### config.mk
export PLATFORM = sky130hd
export DESIGN_NAME = gamepad_change_event_generator_top
export DESIGN_NICKNAME = d
export VERILOG_FILES = /design/src/hw/rtl/gcev_pkg.sv /design/src/hw/rtl/gamepad_change_event_generator_top.sv /design/src/hw/rtl/gcev_front.sv /design/src/hw/rtl/gcev_fifo.sv /design/src/hw/rtl/gcev_back.sv
export SDC_FILE = /design/constraint.sdc
export NUM_CORES = 1
export LEC_CHECK = 0
export BUFFER_PORTS_ARGS = -buffer_cell sky130_fd_sc_hd__buf_2
export CAP_MARGIN = 20
export CORE_AREA = 2 2 257 259
export DETAILED_ROUTE_END_ITERATION = 8
export DIE_AREA = 0 0 259 261
export GPL_ROUTABILITY_DRIVEN = 0
export GPL_TIMING_DRIVEN = 0
export PLACE_DENSITY_LB_ADDON = 0.2
export SYNTH_ARGS = -nofsm -noshare
export SYNTH_HDL_FRONTEND = slang
export SYNTH_SLANG_ARGS = --single-unit
### constraint.sdc
create_clock -name clk -period 14.6 [get_ports clk]
set_input_delay 2.92 -clock clk [delete_from_list [all_inputs] [get_ports clk]]
set_output_delay 2.92 -clock clk [all_outputs]
set_load 0.01 [all_outputs]
### src/hw/rtl/gcev_pkg.sv
// Shared constants, codes and types of the gamepad change event generator.
package gcev_pkg;

    localparam int NUM_BUTTONS = 16;
    localparam int NUM_TOUCHES = 2;

    // Widths of the snapshot as it arrives on the input stream.
    localparam int BTN_IN_W   = 16;
    localparam int TRG_W      = 16;
    localparam int STICK_W    = 64;
    localparam int TID_W      = 8;
    localparam int TPOS_W     = 16;
    localparam int IDENT_W    = 7;
    localparam int SEQ_W      = 16;
    localparam int CODE_W     = 5;
    localparam int VAL_W      = 8;

    localparam int S_DATA_W   = 184;
    localparam int M_DATA_W   = 136;

    // One pending bit per button, one each for L2 and R2, one per touch slot.
    localparam int EV_W       = NUM_BUTTONS + 2 + NUM_TOUCHES;
    localparam int EV_IDX_W   = $clog2(EV_W);
    localparam int BTN_IDX_W  = (NUM_BUTTONS > 1) ? $clog2(NUM_BUTTONS) : 1;
    localparam int TS_W       = (NUM_TOUCHES > 1) ? $clog2(NUM_TOUCHES) : 1;

    localparam int FIFO_DEPTH = 2;
    localparam int PTR_W      = (FIFO_DEPTH > 1) ? $clog2(FIFO_DEPTH) : 1;
    localparam int CNT_W      = $clog2(FIFO_DEPTH + 1);

    localparam logic [VAL_W-1:0] BTN_PRESSED  = 8'hFF;
    localparam logic [VAL_W-1:0] BTN_RELEASED = 8'h00;

    typedef enum logic {
        OP_SNAPSHOT = 1'b0,
        OP_TICK     = 1'b1
    } opcode_t;

    typedef enum logic [1:0] {
        KIND_STATE  = 2'd0,
        KIND_BUTTON = 2'd1,
        KIND_TOUCH  = 2'd2
    } kind_t;

    typedef struct packed {
        logic               down;
        logic [IDENT_W-1:0] ident;
        logic [TPOS_W-1:0]  px;
        logic [TPOS_W-1:0]  py;
    } touch_ev_t;

    // Everything the back end needs to replay one request's results.
    typedef struct packed {
        logic                                state_pend;
        logic [STICK_W-1:0]                  axes;
        logic [NUM_BUTTONS-1:0]              btn_chg;
        logic [NUM_BUTTONS-1:0]              btn_now;
        logic                                l2_chg;
        logic                                r2_chg;
        logic [VAL_W-1:0]                    l2_val;
        logic [VAL_W-1:0]                    r2_val;
        logic [NUM_TOUCHES-1:0]              touch_chg;
        touch_ev_t [NUM_TOUCHES-1:0]         touch;
    } job_t;

endpackage

### src/hw/rtl/gamepad_change_event_generator_top.sv
// Top level of the gamepad change event generator.
//
// Input stream (s_*): one request is a controller snapshot or a timeout tick
// (s_tuser). A tick yields one state packet with the stored stick axes. A
// snapshot yields a state packet if sticks or motion changed, then one event
// per changed button, L2, R2 and touch slot; an unchanged snapshot yields
// nothing. Output stream (m_*): each request's results in order, tlast on the
// final one.
// Timing: the front end diffs a request in the cycle it is taken and queues
// the job (two deep). The back end loads a job and then emits one result per
// cycle while the receiver takes them, taking no new job until its last result
// is emitted; the first result passes through the queue, the back end's job
// registers and the output register. s_tready drops only while the job queue is full.
// Reset clears the stored snapshot (touch slots idle), both sequence counters
// and the queue. When the receiver stalls, the result stays in the output
// register and the back end waits; requests keep being taken until the queue
// fills.
module gamepad_change_event_generator_top (
    input  logic                          clk,
    input  logic                          rst_n,
    input  logic                          s_tvalid,
    output logic                          s_tready,
    // buttons, triggers, sticks, motion_changed, touch0_id, touch0_x, touch0_y,
    // touch1_id, touch1_x, touch1_y, zero pad
    input  logic [gcev_pkg::S_DATA_W-1:0] s_tdata,
    // opcode
    input  gcev_pkg::opcode_t             s_tuser,
    output logic                          m_tvalid,
    input  logic                          m_tready,
    // seq, event_code, event_value, touch_down, touch_ident, touch_px, touch_py,
    // stick_axes, zero pad
    output logic [gcev_pkg::M_DATA_W-1:0] m_tdata,
    // kind
    output gcev_pkg::kind_t               m_tuser,
    output logic                          m_tlast
);
    import gcev_pkg::*;

    logic push_valid;
    logic push_ready;
    job_t push_job;
    logic pop_valid;
    logic pop_ready;
    job_t pop_job;

    gcev_front u_front (
        .clk       (clk),
        .rst_n     (rst_n),
        .s_tvalid  (s_tvalid),
        .s_tready  (s_tready),
        .s_tdata   (s_tdata),
        .s_tuser   (s_tuser),
        .job_valid (push_valid),
        .job_ready (push_ready),
        .job       (push_job)
    );

    gcev_fifo u_fifo (
        .clk        (clk),
        .rst_n      (rst_n),
        .push_valid (push_valid),
        .push_ready (push_ready),
        .push_data  (push_job),
        .pop_valid  (pop_valid),
        .pop_ready  (pop_ready),
        .pop_data   (pop_job)
    );

    gcev_back u_back (
        .clk       (clk),
        .rst_n     (rst_n),
        .job_valid (pop_valid),
        .job_ready (pop_ready),
        .job       (pop_job),
        .m_tvalid  (m_tvalid),
        .m_tready  (m_tready),
        .m_tdata   (m_tdata),
        .m_tuser   (m_tuser),
        .m_tlast   (m_tlast)
    );

endmodule

### src/hw/rtl/gcev_front.sv
// Front end: takes snapshots and ticks, diffs against the stored snapshot, queues jobs.
module gcev_front (
    input  logic                          clk,
    input  logic                          rst_n,
    input  logic                          s_tvalid,
    output logic                          s_tready,
    input  logic [gcev_pkg::S_DATA_W-1:0] s_tdata,
    input  gcev_pkg::opcode_t             s_tuser,
    output logic                          job_valid,
    input  logic                          job_ready,
    output gcev_pkg::job_t                job
);
    import gcev_pkg::*;

    logic [NUM_BUTTONS-1:0]             prev_btn_reg;
    logic [TRG_W-1:0]                   prev_trg_reg;
    logic [STICK_W-1:0]                 prev_stk_reg;
    logic [NUM_TOUCHES-1:0][TID_W-1:0]  prev_id_reg;
    logic [NUM_TOUCHES-1:0][TPOS_W-1:0] prev_x_reg;
    logic [NUM_TOUCHES-1:0][TPOS_W-1:0] prev_y_reg;

    logic [NUM_BUTTONS-1:0]             btn_cur;
    logic [TRG_W-1:0]                   trg_in;
    logic [STICK_W-1:0]                 stk_in;
    logic                               motion;
    logic [NUM_TOUCHES-1:0][TID_W-1:0]  cur_id;
    logic [NUM_TOUCHES-1:0][TPOS_W-1:0] cur_x;
    logic [NUM_TOUCHES-1:0][TPOS_W-1:0] cur_y;
    logic                               is_tick;
    logic                               any_result;
    logic                               accept;

    always_comb
    begin
        trg_in  = s_tdata[31:16];
        stk_in  = s_tdata[95:32];
        motion  = s_tdata[96];
        is_tick = (s_tuser == OP_TICK);

        // buttons past the input bitmap never press
        for (int i = 0; i < NUM_BUTTONS; i++)
        begin
            btn_cur[i] = 1'b0;
            if (i < BTN_IN_W)
                btn_cur[i] = s_tdata[i];
        end

        // slots past the two on the wire never touch
        for (int i = 0; i < NUM_TOUCHES; i++)
        begin
            cur_id[i] = '1;
            cur_x[i]  = '0;
            cur_y[i]  = '0;
            if (i == 0)
            begin
                cur_id[i] = s_tdata[104:97];
                cur_x[i]  = s_tdata[120:105];
                cur_y[i]  = s_tdata[136:121];
            end
            else if (i == 1)
            begin
                cur_id[i] = s_tdata[144:137];
                cur_x[i]  = s_tdata[160:145];
                cur_y[i]  = s_tdata[176:161];
            end
        end

        job = '0;
        if (is_tick)
        begin
            job.state_pend = 1'b1;
            job.axes       = prev_stk_reg;
        end
        else
        begin
            job.state_pend = (stk_in != prev_stk_reg) || motion;
            job.axes       = stk_in;
            job.btn_chg    = btn_cur ^ prev_btn_reg;
            job.btn_now    = btn_cur;
            job.l2_chg     = (trg_in[15:8] != prev_trg_reg[15:8]);
            job.r2_chg     = (trg_in[7:0] != prev_trg_reg[7:0]);
            job.l2_val     = trg_in[15:8];
            job.r2_val     = trg_in[7:0];
            for (int i = 0; i < NUM_TOUCHES; i++)
            begin
                // id change on an active slot reports only the release
                if ((prev_id_reg[i] != cur_id[i]) && !prev_id_reg[i][TID_W-1])
                begin
                    job.touch_chg[i]     = 1'b1;
                    job.touch[i].down    = 1'b0;
                    job.touch[i].ident   = prev_id_reg[i][IDENT_W-1:0];
                    job.touch[i].px      = prev_x_reg[i];
                    job.touch[i].py      = prev_y_reg[i];
                end
                else if (!cur_id[i][TID_W-1] && ((prev_id_reg[i] != cur_id[i]) ||
                         (prev_x_reg[i] != cur_x[i]) || (prev_y_reg[i] != cur_y[i])))
                begin
                    job.touch_chg[i]     = 1'b1;
                    job.touch[i].down    = 1'b1;
                    job.touch[i].ident   = cur_id[i][IDENT_W-1:0];
                    job.touch[i].px      = cur_x[i];
                    job.touch[i].py      = cur_y[i];
                end
            end
        end

        any_result = job.state_pend || (|job.btn_chg) || job.l2_chg || job.r2_chg ||
                     (|job.touch_chg);
    end

    assign s_tready  = job_ready;
    assign accept    = s_tvalid && s_tready;
    // a snapshot that changes nothing is taken and dropped
    assign job_valid = s_tvalid && any_result;

    always_ff @(posedge clk or negedge rst_n)
    begin
        if (!rst_n)
        begin
            prev_btn_reg <= '0;
            prev_trg_reg <= '0;
            prev_stk_reg <= '0;
            prev_id_reg  <= '1;
            prev_x_reg   <= '0;
            prev_y_reg   <= '0;
        end
        else if (accept && !is_tick)
        begin
            prev_btn_reg <= btn_cur;
            prev_trg_reg <= trg_in;
            prev_stk_reg <= stk_in;
            prev_id_reg  <= cur_id;
            prev_x_reg   <= cur_x;
            prev_y_reg   <= cur_y;
        end
    end

endmodule

### src/hw/rtl/gcev_fifo.sv
// Short job queue between the front and back ends.
module gcev_fifo (
    input  logic           clk,
    input  logic           rst_n,
    input  logic           push_valid,
    output logic           push_ready,
    input  gcev_pkg::job_t push_data,
    output logic           pop_valid,
    input  logic           pop_ready,
    output gcev_pkg::job_t pop_data
);
    import gcev_pkg::*;

    job_t             mem_reg [FIFO_DEPTH];
    logic [PTR_W-1:0] wr_ptr_reg;
    logic [PTR_W-1:0] rd_ptr_reg;
    logic [CNT_W-1:0] count_reg;
    logic             do_push;
    logic             do_pop;

    assign push_ready = (count_reg != CNT_W'(FIFO_DEPTH));
    assign pop_valid  = (count_reg != '0);
    assign pop_data   = mem_reg[rd_ptr_reg];
    assign do_push    = push_valid && push_ready;
    assign do_pop     = pop_valid && pop_ready;

    always_ff @(posedge clk)
    begin
        if (do_push)
            mem_reg[wr_ptr_reg] <= push_data;
    end

    always_ff @(posedge clk or negedge rst_n)
    begin
        if (!rst_n)
        begin
            wr_ptr_reg <= '0;
            rd_ptr_reg <= '0;
            count_reg  <= '0;
        end
        else
        begin
            if (do_push)
                wr_ptr_reg <= (wr_ptr_reg == PTR_W'(FIFO_DEPTH - 1)) ? '0 : wr_ptr_reg + 1'b1;
            if (do_pop)
                rd_ptr_reg <= (rd_ptr_reg == PTR_W'(FIFO_DEPTH - 1)) ? '0 : rd_ptr_reg + 1'b1;
            if (do_push && !do_pop)
                count_reg <= count_reg + 1'b1;
            else if (do_pop && !do_push)
                count_reg <= count_reg - 1'b1;
        end
    end

endmodule

### src/hw/rtl/gcev_back.sv
// Back end: walks one job's pending results into the output register, one per cycle unless stalled.
module gcev_back (
    input  logic                          clk,
    input  logic                          rst_n,
    input  logic                          job_valid,
    output logic                          job_ready,
    input  gcev_pkg::job_t                job,
    output logic                          m_tvalid,
    input  logic                          m_tready,
    output logic [gcev_pkg::M_DATA_W-1:0] m_tdata,
    output gcev_pkg::kind_t               m_tuser,
    output logic                          m_tlast
);
    import gcev_pkg::*;

    function automatic logic [EV_IDX_W-1:0] first_set(input logic [EV_W-1:0] m);
        logic [EV_IDX_W-1:0] idx;
        idx = '0;
        for (int i = EV_W - 1; i >= 0; i--)
        begin
            if (m[i])
                idx = EV_IDX_W'(i);
        end
        return idx;
    endfunction

    logic                busy_reg;
    job_t                cur_reg;
    logic                state_pend_reg;
    logic [EV_W-1:0]     mask_reg;
    logic [SEQ_W-1:0]    state_cnt_reg;
    logic [SEQ_W-1:0]    hist_cnt_reg;

    logic                out_valid_reg;
    kind_t               out_kind_reg;
    logic                out_last_reg;
    logic [M_DATA_W-1:0] out_data_reg;

    logic                emit;
    logic [EV_IDX_W-1:0] idx;
    logic [EV_W-1:0]     idx_bit;
    logic [EV_W-1:0]     mask_left;
    logic [EV_IDX_W-1:0] slot_off;
    logic [TS_W-1:0]     slot;
    logic                is_last;
    kind_t               kind_next;
    logic [SEQ_W-1:0]    seq_next;
    logic [CODE_W-1:0]   code_next;
    logic [VAL_W-1:0]    val_next;
    touch_ev_t           tev_next;
    logic [STICK_W-1:0]  axes_next;

    assign job_ready = !busy_reg;
    assign emit      = busy_reg && (!out_valid_reg || m_tready);

    always_comb
    begin
        idx       = first_set(mask_reg);
        idx_bit   = EV_W'(1) << idx;
        mask_left = mask_reg & ~idx_bit;
        slot_off  = idx - EV_IDX_W'(NUM_BUTTONS + 2);
        slot      = slot_off[TS_W-1:0];
        is_last   = state_pend_reg ? (mask_reg == '0) : (mask_left == '0);

        kind_next = KIND_STATE;
        code_next = '0;
        val_next  = '0;
        tev_next  = '0;
        axes_next = '0;
        if (state_pend_reg)
        begin
            axes_next = cur_reg.axes;
        end
        else if (idx < EV_IDX_W'(NUM_BUTTONS))
        begin
            kind_next = KIND_BUTTON;
            code_next = CODE_W'(idx);
            val_next  = cur_reg.btn_now[idx[BTN_IDX_W-1:0]] ? BTN_PRESSED : BTN_RELEASED;
        end
        else if (idx == EV_IDX_W'(NUM_BUTTONS))
        begin
            kind_next = KIND_BUTTON;
            code_next = CODE_W'(NUM_BUTTONS);
            val_next  = cur_reg.l2_val;
        end
        else if (idx == EV_IDX_W'(NUM_BUTTONS + 1))
        begin
            kind_next = KIND_BUTTON;
            code_next = CODE_W'(NUM_BUTTONS + 1);
            val_next  = cur_reg.r2_val;
        end
        else
        begin
            kind_next = KIND_TOUCH;
            tev_next  = cur_reg.touch[slot];
        end
        seq_next = (kind_next == KIND_STATE) ? state_cnt_reg : hist_cnt_reg;
    end

    always_ff @(posedge clk or negedge rst_n)
    begin
        if (!rst_n)
        begin
            busy_reg       <= 1'b0;
            state_pend_reg <= 1'b0;
            mask_reg       <= '0;
            state_cnt_reg  <= '0;
            hist_cnt_reg   <= '0;
            out_valid_reg  <= 1'b0;
            out_kind_reg   <= KIND_STATE;
            out_last_reg   <= 1'b0;
        end
        else
        begin
            if (!busy_reg && job_valid)
            begin
                busy_reg       <= 1'b1;
                state_pend_reg <= job.state_pend;
                mask_reg       <= {job.touch_chg, job.r2_chg, job.l2_chg, job.btn_chg};
            end
            else if (emit)
            begin
                if (state_pend_reg)
                begin
                    state_pend_reg <= 1'b0;
                    state_cnt_reg  <= state_cnt_reg + 1'b1;
                end
                else
                begin
                    mask_reg     <= mask_left;
                    hist_cnt_reg <= hist_cnt_reg + 1'b1;
                end
                if (is_last)
                    busy_reg <= 1'b0;
            end

            if (emit)
            begin
                out_valid_reg <= 1'b1;
                out_kind_reg  <= kind_next;
                out_last_reg  <= is_last;
            end
            else if (m_tready)
            begin
                out_valid_reg <= 1'b0;
            end
        end
    end

    always_ff @(posedge clk)
    begin
        if (!busy_reg && job_valid)
            cur_reg <= job;
        if (emit)
            out_data_reg <= {3'b000, axes_next, tev_next.py, tev_next.px, tev_next.ident,
                             tev_next.down, val_next, code_next, seq_next};
    end

    assign m_tvalid = out_valid_reg;
    assign m_tdata  = out_data_reg;
    assign m_tuser  = out_kind_reg;
    assign m_tlast  = out_last_reg;

endmodule
==> summary.md <==
| Metric | Value |
|---|---|
| Distinct cell type count after synthesis | 70 |
| Total routed wirelength | about 91000 um |
| Max reg flops | 394 |
| GRT Util Overall | about 27% |
| Initial Util | 59.1% |
| VDD IR max | between 0.1 and 0.15 mV |
| Cell area after synthesis | about 0.038 sq mm |
| Dominant synthesized flop cell | edfxtp_1 |
| Crit. End Element | flip-flop |
| Post-layout nets | 3059 |
| Commonest non-fill, non-tap cell in the layout | edfxtp_1 |
| Seq cells post-synth | 941 |
| Worst setup margin | 8.32 ns |
| Syn Area/Cell | 15.8 sq um |
| Die height | 261 um |
| RSZ-0062 raised after global routing | no |
| Largest net degree at the start of global routing | ~120 |
| Fin Hold WS | 0.472 ns |
| Die ar. | ~0.068 sq mm |
| Met2 WL | 44500 um |
| Min-Delay Path Depth | 1 |
| Vias | around 22000 |
| Max Clock Freq | approximately 160 MHz |
| Worst min path class | flip-flop to flip-flop |
| Die Wd | around 260 um |
| Drt wl/cell | 23.8 um |
| Min-delay src | u_back.hist_cnt_reg[15] |
| Final Critical Period | 6.28 ns |
| DR pass1 iterations | 7 |
| H-Tree Depth | 3 |
| Vias in the first global route | ~23000 |
| Fin Setup TNS | 0 ns |
| Worst-margin pin slew | 1.20 ns |
| Async S/R FF share, synth | about a quarter |
| Pins Over Slew Limit | 0 |
| Number of fill cells in the layout | around 4400 |
| Worst EP required | 14.94 ns |
| Post-DP HPWL | roughly 63000 um |
| Number of synthesized flops with an enable pin | 703 |
| Total CTS buffers | 95 |
| Clock Latency Late Sink | 0.64 ns |
| Drt drc | 0 |
| I/O pin count | 330 |
| Wl on met1 | between 30000 and 40000 um |
| DR iter-0 viols | 1919 |
| Clk_skew | around 0.019 ns |
| Congestion Overflow GR | 0 |
| Yosys warnings | 0 |
| Metal3 WL | about 6000 um |
| Pleak | 16.6 nW |
| Post-CTS Resized | 0 |
| Largest fanout on the critical path | 59 |
| Final setup viols | 0 |
| Hold Crit Endpoint | u_back.hist_cnt_reg[15] |
| Reg2reg path depth | 9 |
| Place WS | about 7.6 ns |
| Max_cap viols | 0 |
| Power per Cell Area | around 220 mW/mm^2 |
| DR top layer | met5 |
| Crit Path Class | input pin to flip-flop |
| Global-route wire length before repair | between 100000 and 150000 um |
| Rows | 94 |
| Final Hold Vio Count | 0 |
| Max-Slew Margin vs Limit | ~20% |
| Reg-to-reg setup timing slack | 10.29 ns |
| RR Endpoint | u_fifo.mem_reg[1][23] |
| Maximum clock path buffer count | 3 |
| Reg clk slew, reported paths | around 0.06 ns |
| Post-CTS Setup Inserts | 0 |
| Most frequent cells in the layout | 703 x edfxtp_1, 412 x mux2_2, 318 x buf_2, 222 x dfrtp_1, 143 x nand2_1 |
| CTS root buffer | clkbuf_16 |
| Area Growth Syn to Fin | 16.4% |
| CTS Hold Bufs | 0 |
| Core box area | 0.0650 sq mm |
| Initial antenna violation count | 30 |
| Status | complete, no violations |
| R2R Path Start | u_front.prev_stk_reg[49] |
| Clk sinks | roughly 940 |
| Vias per cell | about 5.8 |
| Sequential-to-total area share from yosys stat | 70.5% |
| TritonCTS clock tree | done |
| Cells after Synth | ~2400 |
| Arrival time worst endpoint | ~6.6 ns |
| CP Launch Type | input pin |
| Fin crit share | 43.0% |
| IO Port Bufs | between 300 and 400 |
| Layout cell share with drive strength beyond 1 | 31.6% |
| Post-route ant nets | 0 |
## through the flow
| stage | instance area (sq um) | cells | total power, mW | utilization, % |
|---|---|---|---|---|
| detailed placement | 41500 | 3634 | 7.23 | 63.8 |
| CTS | 44700 | 3811 | 9.68 | 68.7 |
| global route | 44700 | 3829 | 10.1 | 68.7 |
| global placement | 41100 | 3617 | 7.24 | 63.2 |
| finish | 44700 | 3834 | 9.66 | 68.8 |
| floorplan | 38400 | 2435 | 6.29 | - |
## cell families after synthesis
family / count (synthesis) / share of synthesized area (%)
adder cells (fa/ha/maj): 3 / 0.0977
buffers and inverters: 145 / 1.45
multiplexers: 434 / 12.6
other: 1 / 0.00976
flip-flops: 941 / 70.5
AO/OA/AOI/OAI: 285 / 5.14
XOR/XNOR: 199 / 4.54
AND/OR/NAND/NOR: 425 / 5.65
## worst max path at each step
stage,startpoint,to,cells past startpoint
detailed placement,s_tuser,u_fifo.mem_reg[1][61],10
global route,s_tuser,u_fifo.mem_reg[1][20],10
global placement,s_tuser,u_fifo.mem_reg[0][20],6
floorplan,s_tuser,u_fifo.mem_reg[0][0],6
CTS,s_tuser,u_fifo.mem_reg[1][48],10
finish,s_tdata[81],u_fifo.mem_reg[1][23],10
## report_power, final
group          switching (mW)  total, mW  internal [mW]
Combinational            1.68       2.82           1.14
Clock                    1.00       2.43           1.43
Sequential              0.404       4.41           4.00
## synth_stat cells, types with 21 or more instances
cell type / number / share of area, %
edfxtp_1: 703 / 55
mux2_2: 412 / 12
dfrtp_1: 222 / 14
nand2_1: 143 / 1.4
xnor2_1: 142 / 3.2
clkbuf_1: 95 / 0.93
a22o_1: 77 / 1.8
and2_1: 66 / 1.1
a21oi_1: 64 / 0.83
nor2_1: 60 / 0.59
o21ai_0: 60 / 0.78
xor2_1: 57 / 1.3
nor2b_1: 36 / 0.59
inv_1: 33 / 0.32
nand4_1: 33 / 0.54
nor4_1: 23 / 0.37
mux2i_1: 22 / 0.57
nand3_1: 21 / 0.27
## area by class of cell
type	count	area, sq um	area share (%)
clock inverters	51	477	1.07
multi-input cells	1349	10800	24.2
repair buffers	335	1970	4.40
inverters	33	136	0.305
flip-flops and latches	941	27100	60.6
well taps	864	1080	2.42
plain buffers	112	432	0.965
diodes	23	57.6	0.129
clock buffers	126	2680	5.99
## critical path, cell delays in order
cell	delay, ns
buf_2	0.12
xor2_1	0.23
nor4_1	0.59
nand4_1	0.30
or4_4	0.60
or4_4	0.50
o311a_4	0.34
and2_4	0.35
buf_16	0.32
buf_16	0.26
## metal layers
metal	GRT usage, %	vias to the layer above
met5	0	-
li1	-	10000
met4	10.6	12
met1	36.1	11200
met2	44.0	906
met3	4.73	204
(Power assumes the default switching activity.)
